--- config.mk ---
export PLATFORM = sky130hd
export DESIGN_NAME = key_sequence_prefix_matcher_core
export DESIGN_NICKNAME = d
export VERILOG_FILES = /design/src/rtl/core/kspm_pkg.sv /design/src/rtl/core/kspm_ram.sv /design/src/rtl/core/key_sequence_prefix_matcher_core.sv
export SDC_FILE = /design/constraint.sdc
export NUM_CORES = 2
export LEC_CHECK = 0
export BUFFER_PORTS_ARGS = -buffer_cell sky130_fd_sc_hd__buf_2
export CAP_MARGIN = 0
export CORE_UTILIZATION = 38
export DETAILED_ROUTE_END_ITERATION = 12
export PLACE_DENSITY_LB_ADDON = 0.1
export SLEW_MARGIN = 20
export SYNTH_ARGS = -nofsm -noshare
export SYNTH_HDL_FRONTEND = slang
export SYNTH_SLANG_ARGS = --single-unit
--- constraint.sdc ---
create_clock -name clk -period 5.05 [get_ports clk]
set_input_delay 1.01 -clock clk [delete_from_list [all_inputs] [get_ports clk]]
set_output_delay 1.01 -clock clk [all_outputs]
set_load 0.1 [all_outputs]
--- src/rtl/core/kspm_pkg.sv ---
`timescale 1ns / 1ps
`default_nettype none
// ----------------------------------------------------------------------------
// kspm_pkg: shared definitions for the key sequence prefix matcher
// Item mode codes, default sizes and the sequencer state type.
// ----------------------------------------------------------------------------
package kspm_pkg;

  // Default table geometry.
  localparam int DEF_MAX_ENTRIES = 32;
  localparam int DEF_MAX_SEQ_LEN = 8;

  // Timeout register value after reset, in tick items.
  localparam logic [15:0] TIMEOUT_RESET = 16'd500;

  // Input item modes.
  localparam logic [1:0] MODE_KEY  = 2'd0;
  localparam logic [1:0] MODE_TICK = 2'd1;
  localparam logic [1:0] MODE_LOAD = 2'd2;

  // Search sequencer states.
  typedef enum logic [1:0] {
    ST_IDLE,
    ST_INFO,
    ST_CHECK
  } kspm_state_t;

endpackage : kspm_pkg
`default_nettype wire

--- src/rtl/core/kspm_ram.sv ---
`timescale 1ns / 1ps
`default_nettype none
// ----------------------------------------------------------------------------
// kspm_ram: generic single-port-write, single-port-read RAM
// One write and one registered read per cycle.
// ----------------------------------------------------------------------------
module kspm_ram #(
  parameter int WIDTH = 8,
  parameter int DEPTH = 256,
  localparam int ADDR_W = (DEPTH > 1) ? $clog2(DEPTH) : 1
) (
  input  wire logic              clk,
  input  wire logic              we,
  input  wire logic [ADDR_W-1:0] waddr,
  input  wire logic [WIDTH-1:0]  wdata,
  input  wire logic [ADDR_W-1:0] raddr,
  output logic      [WIDTH-1:0]  rdata
);

  logic [WIDTH-1:0] mem [DEPTH];

  always_ff @(posedge clk) begin
    if (we) begin
      mem[waddr] <= wdata;
    end
    rdata <= mem[raddr];
  end

endmodule : kspm_ram
`default_nettype wire

--- src/rtl/core/key_sequence_prefix_matcher_core.sv ---
`timescale 1ns / 1ps
`default_nettype none
// ----------------------------------------------------------------------------
// key_sequence_prefix_matcher_core: escape sequence to key code decoder
// Builds a table of byte sequences from load items and maps received key
// bytes to target codes by an in-order prefix search over that table.
// ----------------------------------------------------------------------------
//
//  Channel   Signals                                       Transfer when
//  --------  --------------------------------------------  -----------------
//  item in   start, busy, mode, data_byte, target_code,    start && !busy
//            entry_end
//  result    key_valid, key_code, from_table               key_valid (1 cycle)
//  config    cfg_we, cfg_wdata (timeout_ticks)             cfg_we
//
//  Load items, tick items and zero key bytes finish in the cycle of their
//  transfer; busy stays low. A nonzero key byte holds busy while the search
//  visits each candidate entry in turn and compares its bytes, and while it
//  finds that no entry matches. key_valid rises in the cycle in which busy
//  falls and lasts one cycle; the receiver cannot stall it. Synchronous
//  reset empties the table and idles the matcher.
//
module key_sequence_prefix_matcher_core
  import kspm_pkg::*;
#(
  parameter int MAX_ENTRIES = DEF_MAX_ENTRIES,
  parameter int MAX_SEQ_LEN = DEF_MAX_SEQ_LEN
) (
  input  wire logic        clk,
  input  wire logic        rst,
  // Item channel.
  input  wire logic        start,
  output logic             busy,
  input  wire logic [1:0]  mode,
  input  wire logic [7:0]  data_byte,
  input  wire logic [7:0]  target_code,
  input  wire logic        entry_end,
  // Result channel.
  output logic             key_valid,
  output logic [7:0]       key_code,
  output logic             from_table,
  // Configuration: timeout_ticks.
  input  wire logic        cfg_we,
  input  wire logic [15:0] cfg_wdata
);

  // Entry index width, entry count width, byte index width and length width.
  localparam int EW = (MAX_ENTRIES > 1) ? $clog2(MAX_ENTRIES) : 1;
  localparam int CW = $clog2(MAX_ENTRIES + 1);
  localparam int JW = $clog2(MAX_SEQ_LEN);
  localparam int PW = $clog2(MAX_SEQ_LEN + 1);
  // Each entry owns a power-of-two row in the sequence store, so the store
  // address is simply the entry index next to the byte index.
  localparam int STORE_DEPTH = MAX_ENTRIES * (2 ** JW);
  localparam int INFO_W = JW + 8;

  // Sequencer and search registers.
  kspm_state_t   state, state_next;
  logic [CW-1:0] cand, cand_next;
  logic [CW-1:0] hit, hit_next;
  logic [JW-1:0] jpos, jpos_next;
  logic [PW-1:0] len, len_next;

  // Matcher state.
  logic [PW-1:0] mpos, mpos_next;
  logic [15:0]   wait_cnt, wait_cnt_next;
  logic [7:0]    last_byte, last_byte_next;
  logic [7:0]    match_buffer [MAX_SEQ_LEN];
  logic          buf_we;

  // Table build state.
  logic [CW-1:0] entry_count, entry_count_next;
  logic [JW-1:0] build_pos, build_pos_next;

  // Configuration.
  logic [15:0]   timeout;

  // Result registers.
  logic          key_valid_next;
  logic [7:0]    key_code_next;
  logic          from_table_next;

  // RAM ports.
  logic                 store_we;
  logic [EW+JW-1:0]     store_waddr;
  logic [EW+JW-1:0]     store_raddr;
  logic [7:0]           store_rdata;
  logic                 info_we;
  logic [INFO_W-1:0]    info_wdata;
  logic [INFO_W-1:0]    info_rdata;
  logic [JW-1:0]        info_len;
  logic [7:0]           info_target;

  // Helpers.
  logic                 accept;
  logic [15:0]          wait_inc;
  logic [JW-1:0]        kept;
  logic                 mismatch;

  assign busy   = (state != ST_IDLE);
  assign accept = start && !busy;

  assign info_len    = info_rdata[INFO_W-1:8];
  assign info_target = info_rdata[7:0];

  // Sequence bytes of every entry, one row per entry.
  kspm_ram #(
    .WIDTH (8),
    .DEPTH (STORE_DEPTH)
  ) u_store (
    .clk   (clk),
    .we    (store_we),
    .waddr (store_waddr),
    .wdata (data_byte),
    .raddr (store_raddr),
    .rdata (store_rdata)
  );

  // Length and target code of every committed entry.
  kspm_ram #(
    .WIDTH (INFO_W),
    .DEPTH (MAX_ENTRIES)
  ) u_info (
    .clk   (clk),
    .we    (info_we),
    .waddr (entry_count[EW-1:0]),
    .wdata (info_wdata),
    .raddr (cand[EW-1:0]),
    .rdata (info_rdata)
  );

  assign store_waddr = {entry_count[EW-1:0], build_pos};

  // The read address runs one byte ahead of the compare, so that each
  // compare finds its byte in the registered RAM output.
  always_comb begin
    if (state == ST_CHECK) begin
      store_raddr = {cand[EW-1:0], jpos + JW'(1)};
    end else begin
      store_raddr = {cand[EW-1:0], {JW{1'b0}}};
    end
  end

  // Saturating tick count and the number of bytes a load keeps.
  assign wait_inc = (wait_cnt == 16'hFFFF) ? wait_cnt : wait_cnt + 16'd1;
  assign kept     = (build_pos < JW'(MAX_SEQ_LEN - 1)) ? build_pos + JW'(1) : build_pos;

  // The candidate fails if it is too short or if the current byte differs.
  assign mismatch = (PW'(info_len) < len) || (store_rdata != match_buffer[jpos]);

  always_comb begin
    state_next       = state;
    cand_next        = cand;
    hit_next         = hit;
    jpos_next        = jpos;
    len_next         = len;
    mpos_next        = mpos;
    wait_cnt_next    = wait_cnt;
    last_byte_next   = last_byte;
    entry_count_next = entry_count;
    build_pos_next   = build_pos;
    key_valid_next   = 1'b0;
    key_code_next    = key_code;
    from_table_next  = from_table;
    buf_we           = 1'b0;
    store_we         = 1'b0;
    info_we          = 1'b0;
    info_wdata       = {kept, target_code};

    unique case (state)
      ST_IDLE: begin
        if (accept) begin
          unique case (mode)
            MODE_KEY: begin
              if (data_byte == 8'd0) begin
                // A zero byte aborts a pending sequence, or passes through.
                key_valid_next  = 1'b1;
                from_table_next = 1'b0;
                key_code_next   = (mpos == '0) ? 8'd0 : last_byte;
                mpos_next       = '0;
                wait_cnt_next   = '0;
              end else begin
                // Entries before the last hit cannot match a longer buffer,
                // so a continuing sequence resumes there.
                buf_we         = 1'b1;
                last_byte_next = data_byte;
                len_next       = mpos + PW'(1);
                cand_next      = (mpos == '0) ? '0 : hit;
                state_next     = ST_INFO;
              end
            end
            MODE_TICK: begin
              if (mpos != '0) begin
                wait_cnt_next = wait_inc;
                if (wait_inc >= timeout) begin
                  key_valid_next  = 1'b1;
                  from_table_next = 1'b0;
                  key_code_next   = last_byte;
                  mpos_next       = '0;
                  wait_cnt_next   = '0;
                end
              end
            end
            MODE_LOAD: begin
              if (entry_count < CW'(MAX_ENTRIES)) begin
                store_we = (build_pos < JW'(MAX_SEQ_LEN - 1));
                if (entry_end) begin
                  info_we          = 1'b1;
                  entry_count_next = entry_count + CW'(1);
                  build_pos_next   = '0;
                end else begin
                  build_pos_next = kept;
                end
              end
            end
            default: begin
            end
          endcase
        end
      end

      ST_INFO: begin
        if (cand >= entry_count) begin
          // No entry matches: the new byte goes out raw.
          key_valid_next  = 1'b1;
          from_table_next = 1'b0;
          key_code_next   = last_byte;
          mpos_next       = '0;
          wait_cnt_next   = '0;
          state_next      = ST_IDLE;
        end else begin
          jpos_next  = '0;
          state_next = ST_CHECK;
        end
      end

      ST_CHECK: begin
        if (mismatch) begin
          cand_next  = cand + CW'(1);
          state_next = ST_INFO;
        end else if (PW'(jpos) == len - PW'(1)) begin
          state_next = ST_IDLE;
          if (PW'(info_len) == len) begin
            key_valid_next  = 1'b1;
            from_table_next = 1'b1;
            key_code_next   = info_target;
            mpos_next       = '0;
            wait_cnt_next   = '0;
          end else if (len == PW'(MAX_SEQ_LEN)) begin
            key_valid_next  = 1'b1;
            from_table_next = 1'b0;
            key_code_next   = last_byte;
            mpos_next       = '0;
            wait_cnt_next   = '0;
          end else begin
            // Prefix of a longer entry: wait for the next byte.
            mpos_next     = len;
            wait_cnt_next = '0;
            hit_next      = cand;
          end
        end else begin
          jpos_next = jpos + JW'(1);
        end
      end

      default: begin
        state_next = ST_IDLE;
      end
    endcase
  end

  always_ff @(posedge clk) begin
    if (rst) begin
      state       <= ST_IDLE;
      mpos        <= '0;
      wait_cnt    <= '0;
      last_byte   <= '0;
      entry_count <= '0;
      build_pos   <= '0;
      hit         <= '0;
      key_valid   <= 1'b0;
      timeout     <= TIMEOUT_RESET;
    end else begin
      state       <= state_next;
      mpos        <= mpos_next;
      wait_cnt    <= wait_cnt_next;
      last_byte   <= last_byte_next;
      entry_count <= entry_count_next;
      build_pos   <= build_pos_next;
      hit         <= hit_next;
      key_valid   <= key_valid_next;
      if (cfg_we) begin
        timeout <= cfg_wdata;
      end
    end
  end

  // Search working registers and result payload.
  always_ff @(posedge clk) begin
    cand       <= cand_next;
    jpos       <= jpos_next;
    len        <= len_next;
    key_code   <= key_code_next;
    from_table <= from_table_next;
    if (buf_we) begin
      match_buffer[mpos[JW-1:0]] <= data_byte;
    end
  end

endmodule : key_sequence_prefix_matcher_core
`default_nettype wire

==> run_results.csv <==
group,metric,value,unit
yosys,yosys_most_used_dff,"edfxtp_1",
global_route,first_pass_grt_wire_length,481000,um
sta,min_period_over_period,94.1,%
yosys,synth_top_cell_area_share,73.9,%
global_route,grtUsageTotal,25.2,%
run,maxCapViolations,0,
sta,timing_hold_violations_final,0,
placement,place_inst,9996,
yosys,synth-seq-area-share,75.6,%
clock_tree,postCtsSetupBuffers,0,
cells_and_area,layout.cells.non_filler,10489,
sta,clock.fmax,0.210,GHz
sta,worstMarginPinSlew,1200,ps
worst_setup_path,crit_path_max_fanout,110,
yosys,synth-edff-count,2486,
floorplan,io_pins,50,
clock_tree,clk_latency,920,ps
yosys,cell_accounting_for_the_most_synthesized_area,"edfxtp_1",
global_route,grt_start_max_net_pins,145,
drt,post_drt_via_cell_ratio,5.91,
global_route,vias_in_the_first_global_route,60472,
placement,routability_congestion,0.886,
clock_tree,cts_made_buffers,293,
power,max-vdd-ir-drop,0.369,mV
global_route,antenna_found_initial,17,
floorplan,core.rowCount,188,
sta,setup_viol_count_final,0,
yosys,net_count_after_synthesis,6324,
cells_and_area,fillers,23136,
drt,wl,344000,um
worst_setup_path,path_class,"flop to flop",
yosys,syn_avg_cell_area,16.2,um^2
sta,setup_repair_after_global_routing_missed_its_margin,"no",
yosys,netlist_instances,6242,
power,power.static_leakage,0.0378,uW
placement,post-dp-hpwl,216000,um
worst_setup_path,cp-end-kind,"flop",
clock_tree,clk_pin_slew_worst_paths,60,ps
drt,num_vias,61992,
sta,timing.slew.headroom,19.2,%
sta,final-max-slew-violation-count,0,
yosys,synth_cell_types,87,
floorplan,design.die.area,268000,um^2
yosys,synth-seq-cells,2570,
clock_tree,clkSinkCount,2570,
yosys,yosysWarnings,0,
floorplan,die-width,518,um
drt,detail_route.first_pass.iterations,6,
clock_tree,cts_max_path_buffers,4,
clock_tree,tritoncts,"built",
worst_setup_path,worst_ep_required_time,5840,ps
sta,clock-skew-final,51.0,ps
yosys,ys_async_sr_fraction,0,%
sta,setup-tns-final,0,ps
yosys,synth_area,101000,um^2
floorplan,initial_cell_density_of_the_core,38.4,%
yosys,post-synth-top-count-cell,"edfxtp_1",
placement,detailedPlace.worstSlack,432,ps
sta,final.setup.worst_slack,297,ps
worst_setup_path,arrival,5540,ps
floorplan,core_region_area,263000,um^2
clock_tree,cts_root_buf,"clkbuf_16",
run_status,outcome,"finished clean",
cells_and_area,num-nets-final,6858,
clock_tree,clock_tree.htree_level_count,5,
power,p_per_area,424,nW/um^2
clock_tree,cts-hold-fix-buffers,0,
hold_path,classification_of_the_worst_slack_hold_path,"input port to flop",
drt,drt_first_iter_violations,7117,
drt,post_drt_wl_per_cell,32.8,um
cells_and_area,final_layout_size_suffix_gt1_share,19.2,%
sta,period_minus_slack,4750,ps
yosys,synthTopCellsByCount,"edfxtp_1, nand2_1, nor2_1",
yosys,ys_top_cells_by_area,"edfxtp_1, mux4_2, o221ai_1",
placement,port_buf_inserts,49,
drt,route.antenna.remaining_nets,0,
floorplan,die_h,518,um
drt,drc,0,
worst_setup_path,startpoint_type,"flop",
clock_tree,cts_resized,0,
cells_and_area,area_growth,16.8,%
global_route,grt_residual_overflow,0,
==> cell usage in the layout, fill, tap and decap left out, drive strengths merged, types with 52 or more instances in the layout <==
cell type / instances
edfxtp: 2486
buf: 688
nand2: 541
nor2: 416
o221ai: 403
clkbuf: 372
nand3: 187
mux4: 175
a21oi: 168
o21ai: 168
o22ai: 145
mux2i: 130
a31oi: 129
clkinv: 91
dfxtp: 84
nor3: 61
mux2: 60
inv: 52
==> cells by family after synthesis <==
logic type,share of synthesized area (%)
compound gates,9.50
xor+xnor,0.285
fa+ha+maj,0.533
buf+inv,2.10
flops,75.6
mux,5.89
simple gates,6.12
==> critical path, stage by stage, from the launching register on <==
cell	delay, ps
dfxtp_1	350
inv_1	130
ha_4	390
nand2b_4	280
inv_16	490
buf_12	260
buf_4	240
a21oi_1	60
a221oi_1	220
a21oi_1	130
o311ai_0	1040
a21oi_1	380
or4_1	590
==> report_power, final <==
| part | internal, uW | total [uW] | switching [uW] |
|---|---|---|---|
| logic | 1830 | 6070 | 4240 |
| clock network | 11700 | 20100 | 8370 |
| registers | 23500 | 23900 | 322 |
==> metal layers <==
metal | wire [um] | track usage [%] | vias up
met5 | 48 | 0 | -
met2 | 161000 | 39.7 | 2509
li1 | - | - | 26264
met1 | 147000 | 35.6 | 32700
met3 | 22600 | 3.37 | 513
met4 | 13000 | 9.03 | 6
==> registers in the layout, indices dropped and copies added (netlist names), named ones only <==
name and flops:
u_store.mem 2048, u_info.mem 352, match_buffer 64, timeout 16, wait_cnt 16, u_info.rdata 11
key_code 8, last_byte 8, u_store.rdata 8, cand 6, entry_count 6, hit 6
len 4, mpos 4, build_pos 3, jpos 3, state 2, from_table 1
key_valid 1
==> stage by stage <==
| step | util [%] | cell area [um^2] | hold slack [ps] | power [uW] |
|---|---|---|---|---|
| 5_1_grt | 44.8 | 118000 | 303 | 51300 |
| 2_1_floorplan | - | 101000 | 436 | 27200 |
| 6_report | 44.8 | 118000 | 333 | 50000 |
| 4_1_cts | 44.8 | 118000 | 273 | 50300 |
| 3_3_place_gp | 41.5 | 109000 | 443 | 30400 |
| 3_5_place_dp | 41.5 | 109000 | 450 | 30400 |
==> area by class of cell <==
cell class | instances | area (um^2) | share of cell area, %
Multi-Input combinational cell | 3176 | 22800 | 19.3
Clock buffer | 372 | 7740 | 6.56
Tap cell | 3515 | 4400 | 3.73
Sequential cell | 2570 | 76300 | 64.7
Clock inverter | 117 | 1010 | 0.858
Antenna cell | 4 | 10.0 | 0.00848
Inverter | 47 | 205 | 0.174
Timing Repair Buffer | 688 | 5550 | 4.70
==> worst paths after layout <==
check / startpoint / endpoint / slack, ps / cells after the start
max: state[0] / u_store.rdata[5] / 300 / 12
min: cfg_wdata[2] / timeout[2] / 330 / 3
max reg2reg: state[0] / u_store.rdata[5] / 300 / 12
min reg2reg: last_byte[4] / last_byte[4] / 460 / 2
Note: power is estimated with default switching activity, not from simulation.
